`src/design/siph_pkg.sv`:
```
// Shared types and constants for the SipHash-2-4 stream core.
// Depends on nothing; every other design file imports it.
package siph_pkg;

  // SipHash initialization constants, XORed with the key halves.
  localparam logic [63:0] InitA = 64'h736f6d6570736575;
  localparam logic [63:0] InitB = 64'h646f72616e646f6d;
  localparam logic [63:0] InitC = 64'h6c7967656e657261;
  localparam logic [63:0] InitD = 64'h7465646279746573;

  // Constant XORed into lane c before the finalization rounds.
  localparam logic [63:0] FinalXor = 64'h00000000000000ff;

  // Width of the stream data bus: 64 data bits, 4 count bits, padded to bytes.
  localparam int unsigned InDataW = 72;

  // Configuration register indexes.
  typedef enum logic [1:0] {
    CfgKeyLow  = 2'd0,
    CfgKeyHigh = 2'd1
  } cfg_reg_e;

  // The four 64-bit SipHash lanes.
  typedef struct packed {
    logic [63:0] a;
    logic [63:0] b;
    logic [63:0] c;
    logic [63:0] d;
  } lanes_t;

  // Everything the finalization pipeline needs for one message.
  typedef struct packed {
    lanes_t      lanes;  // lanes before the last word
    logic [63:0] word;   // last word, absorbed only when full
    logic [63:0] block;  // length byte over the masked tail
    logic        full;   // last word carries all eight bytes
  } fin_req_t;

endpackage

```
`src/design/siph_dround.sv`:
```
// Combinational compression step: XOR message into lane d, two SipRounds,
// XOR message into lane a. Uses siph_pkg for the lane type.
module siph_dround (
  input  siph_pkg::lanes_t lanes_i,
  input  logic [63:0]      msg_i,
  output siph_pkg::lanes_t lanes_o
);
  import siph_pkg::*;

  function automatic logic [63:0] rotl(input logic [63:0] x, input int unsigned r);
    rotl = (x << r) | (x >> (64 - r));
  endfunction

  function automatic lanes_t sip_round(input lanes_t l);
    lanes_t s;
    s = l;
    s.a = s.a + s.b;
    s.c = s.c + s.d;
    s.b = rotl(s.b, 13) ^ s.a;
    s.d = rotl(s.d, 16) ^ s.c;
    s.a = rotl(s.a, 32);
    s.c = s.c + s.b;
    s.a = s.a + s.d;
    s.b = rotl(s.b, 17) ^ s.c;
    s.d = rotl(s.d, 21) ^ s.a;
    s.c = rotl(s.c, 32);
    sip_round = s;
  endfunction

  lanes_t pre;
  lanes_t mid;
  lanes_t post;

  // Message in, two rounds, message out.
  always_comb begin
    pre     = lanes_i;
    pre.d   = lanes_i.d ^ msg_i;
    mid     = sip_round(pre);
    post    = sip_round(mid);
    lanes_o = post;
    lanes_o.a = post.a ^ msg_i;
  end

endmodule

```
`config.mk`:
```
export PLATFORM = sky130hd
export DESIGN_NAME = siph_dround
export DESIGN_NICKNAME = d
export VERILOG_FILES = /design/src/design/siph_pkg.sv /design/src/design/siph_dround.sv
export SDC_FILE = /design/constraint.sdc
export NUM_CORES = 2
export LEC_CHECK = 0
export ABC_AREA = 1
export BUFFER_PORTS_ARGS = -buffer_cell sky130_fd_sc_hd__buf_2
export CORE_ASPECT_RATIO = 1.1
export CORE_MARGIN = 2
export CORE_UTILIZATION = 30
export DETAILED_ROUTE_END_ITERATION = 10
export SYNTH_ARGS = -nofsm -noshare
export SYNTH_HDL_FRONTEND = slang
export SYNTH_SLANG_ARGS = --single-unit
```
`constraint.sdc`:
```
create_clock -name vclk -period 17.5
set_clock_uncertainty 0.2 [all_clocks]
set_input_delay 3.5 -clock vclk [all_inputs]
set_output_delay 3.5 -clock vclk [all_outputs]
set_load 0.01 [all_outputs]
```
# == Word-level counts from Yosys, hierarchy flattened ==
# Index checks and enable logic that the tools add are counted.
# totals
rom_bits,0
n_memories,0
input_bits,320
latch_bits,0
ramBits,0
elab_cells,30
out_inout_bits,256
register_bits,0
# op_classes
n_div,0
n_lt_le_gt_ge,0
reduce_logical,0
eq_ne,0
addsub,8
n_mul,0
shifts,0
bitwise_logic,22
muxes,0
# op_table
operator,n
64-bit XOR,10
64-bit adder,8
64-bit by 32-bit bitwise OR with 64-bit output,4
64-bit by 13-bit bitwise OR with 64-bit output,2
64-bit by 16-bit bitwise OR with 64-bit output,2
64-bit by 17-bit bitwise OR with 64-bit output,2
64-bit by 21-bit bitwise OR with 64-bit output,2

# == Depth between registers and ports, before layout ==
# logic_depth
ltp_word,9
mapped_depth,78
ltp_nobuf,78

# == Least setup slack after synthesis ==
# No wires, ideal clock.
# synth_path
kind,input to output
startpoint,input lanes_i[128] (netlist bit)
endpoint,output lanes_o[254] (netlist bit)
setup_slack_ps,1703
stages,69
n_path_buf,0
arrival_time_ps,12097
required_time_ps,13800
cell_sequence,ha_1 inv_1 fa_1 inv_1 nand2_1 nand2_1 nand3_1 nand2_1 nand2_1 nand2_1 a21oi_2 o21ai_1 a21oi_1 o21ai_1 nand2_1 nand2_1 inv_2 o21ai_2 [... 33 more ...] ha_1 a21oi_1 o21ai_0 a21oi_2 o21ai_1 nand2_1 o211ai_1 nand2_1 nand2_1 a21oi_1 o21ai_1 a21boi_1 o21ai_1 a21boi_0 o21ai_1 a21oi_1 xor2_1 xor2_1
# synth_rtl
element,line,source
"start, declared",siph_dround.sv:4,"input siph_pkg::lanes_t lanes_i,"
"end, declared",siph_dround.sv:6,output siph_pkg::lanes_t lanes_o

==> summary.md <==
| Metric | Value |
|---|---|
| Status | complete, no violations |
| I/O Buffers | 576 |
| Area Overhead vs Synth | 87.0% |
| Antenna viol nets, final | 0 |
| Final Hold Viols | 0 |
| Initial drt markers | 5382 |
| Synthesized cell area | roughly 35000 um2 |
| HPWL Detailed | 257000 um |
| Total grt overflow | 0 |
| Largest family of logic cells by synthesized area | XOR/XNOR gates |
| Synth top area cells | xor2_1, ha_1, nand2_1, a21oi_1, inv_1 |
| Post-synth net total | 6571 |
| Post-synthesis mux area share | 0% |
| Max Fclk | 58.0 MHz |
| GP Congestion | 1.11 |
| Setup repair after global routing missed its margin | true |
| WP buf/inv | 14 |
| Fillers | 11700 |
| Overall die width | 329 um |
| Drt wl/cell | roughly 26 um |
| Post-route cell area | 65300 um2 |
| Sequential area share after synthesis | 0% |
| Num sequential | 0 |
| CLK BUF | 0 |
| Slowest stage delay, CP | 0.79 ns |
| Netlist cell types | 65 |
| Relative slew margins | 33.5% |
| Critical path launch point type | primary input |
| Crit-path slowest cell | xnor2_1 |
| Share of the synthesized area in the top cell type | 18.4% |
| Core area | between 100000 and 150000 um2 |
| Post-Synth XOR/XNOR Area | between 20% and 30% |
| Routed Wire Length | 278000 um |
| Req. time, crit path | 13.80 ns |
| Post-DP Area | approximately 63000 um2 |
| Post-Synth Adder-Cell Area | 18.5% |
| Most used cell along the critical path | buf_4 |
| CTS Hold Buffers Added | 0 |
| Cell row count | about 130 |
| Cells after synthesis | about 5700 |
| Sequential Area | 0 um2 |
| Antenna violations before repair | 8 |
| Routed vias/inst | approximately 5.1 |
| Core Util, Final | 56.5% |
| Largest net degree at the start of global routing | 8 |
| Pins Over Slew Limit | 0 |
| Fin crit share | 98.5% |
| Layout net count | 10200 |
| Die Y | 362 um |
| Cell taking the most area after synthesis | xor2_1 |
| Worst Setup Path Type | primary input to output port |
| Starting Density | 30.2% |
| GRT Overall Usage | 44.1% |
| TritonRoute pass-1 iters | 7 |
| CP Data Arrival Time | 13.53 ns |
| CP Capture Type | output port |
| HP Class | primary input to output port |
| Post-synthesis compound-gate area fraction | a little over a fifth |
| Number of global-route vias before repair | roughly 53000 |
| Warning count from the yosys run | 0 |
| Die area | 119000 um2 |
| Crit path max-delay family | compound AO/OA/AOI/OAI gates |
| Min Tclk post-route | 17.23 ns |
| Syn Area/Cell | 6.09 um2 |
| Final setup fails | 0 |
| Max_cap viols | 0 |
| Worst-Margin Slew | 0.990 ns |
| # IOs | around 580 |
| Share of cells above drive strength 1 | 44.2% |
| # DRC | 0 |
| First-pass GRT wire length | 372000 um |
| Post-synthesis simple-gate area fraction | 26.2% |
| CP max FO | 5 |
| Via count | 55600 |
## routing by layer
layer / vias to the layer above / part of all wire [%] / track usage [%]
met1: 25900 / 39 / 52.9
met4: 6 / 10 / 34.9
met2: 2742 / 43 / 71.1
met3: 678 / 7.4 / 5.50
met5: - / 0.013 / 0
li1: 26300 / - / -
## layout by cell type, fill, tap and decap left out, types with 20 or more instances in the layout
cell type and instances:
ha_4 38, nand2_2 74, nand4_1 29, a21oi_2 62, o21bai_1 21, buf_2 576, nor2_1 501, nor2_2 28
xor2_2 68, xor2_1 684, nand3_1 257, o21ai_1 52, nand2_1 1185, o21ai_2 41, xnor2_1 215, o21ai_0 201
a31oi_1 84, nor3_1 37, o21a_1 42, a21o_1 34, buf_12 35, buf_4 3003, ha_1 459, o211ai_1 20
a21oi_1 568, xnor2_2 24, inv_1 708
## per-stage QoR
step	std cells	setup slack [ns]	hold slack (ns)	TNS, ns
finish	10900	0.265	7.09	0
global route	10900	-0.132	7.10	-3.47
CTS	10900	0.000358	7.09	0
detailed placement	10800	-1.45	7.09	-73.91
global placement	10800	-1.40	7.09	-66.69
floorplan	5738	1.70	6.88	0
## worst min-delay path, stage by stage
cell and delay (ns):
buf_2 0.10, xor2_1 0.06, buf_2 0.13
## final cells by class
type	instances	area (um2)	share of cell area, %
diodes	6	15.0	0.0230
inverters	720	2710	4.14
multi-input cells	5012	34500	52.8
well taps	1529	1910	2.93
repair buffers	3621	26200	40.1
## final timing paths
kind,from,end,slack (ns),depth (start not counted)
setup / recovery,lanes_i[12],lanes_o[62],0.27,59
hold / removal,msg_i[34],lanes_o[226],7.09,3
## cells in the mapped netlist (all sizes together), types with 41 or more instances
library cell / number
inv: 720
xnor2: 240
o21a: 42
ha: 505
nand3: 268
nand2: 1273
a21oi: 639
a21boi: 41
nor2: 531
xor2: 765
a31oi: 96
o21ai: 302
nor3: 42
## logic make-up after synthesis
| logic type | count (synthesis) |
|---|---|
| buffers and inverters | 726 |
| xor gates and xnor gates | 1008 |
| and+or+nand+nor | 2210 |
| adders and majority gates | 513 |
| AOI/OAI and AO/OA | 1281 |
## repair_timing
| item | 4_1_cts | 5_1_grt |
|---|---|---|
| endpoints found under the setup margin | 115 | 144 |
| buffers inserted | 11 | 31 |
| hold endpoints to repair | 0 | 0 |
| pin swaps | 24 | 99 |
| resized for setup | 95 | 360 |
Power is not shown: default switching activity piles up to over one toggle a cycle in this logic, so the estimate is an artifact.
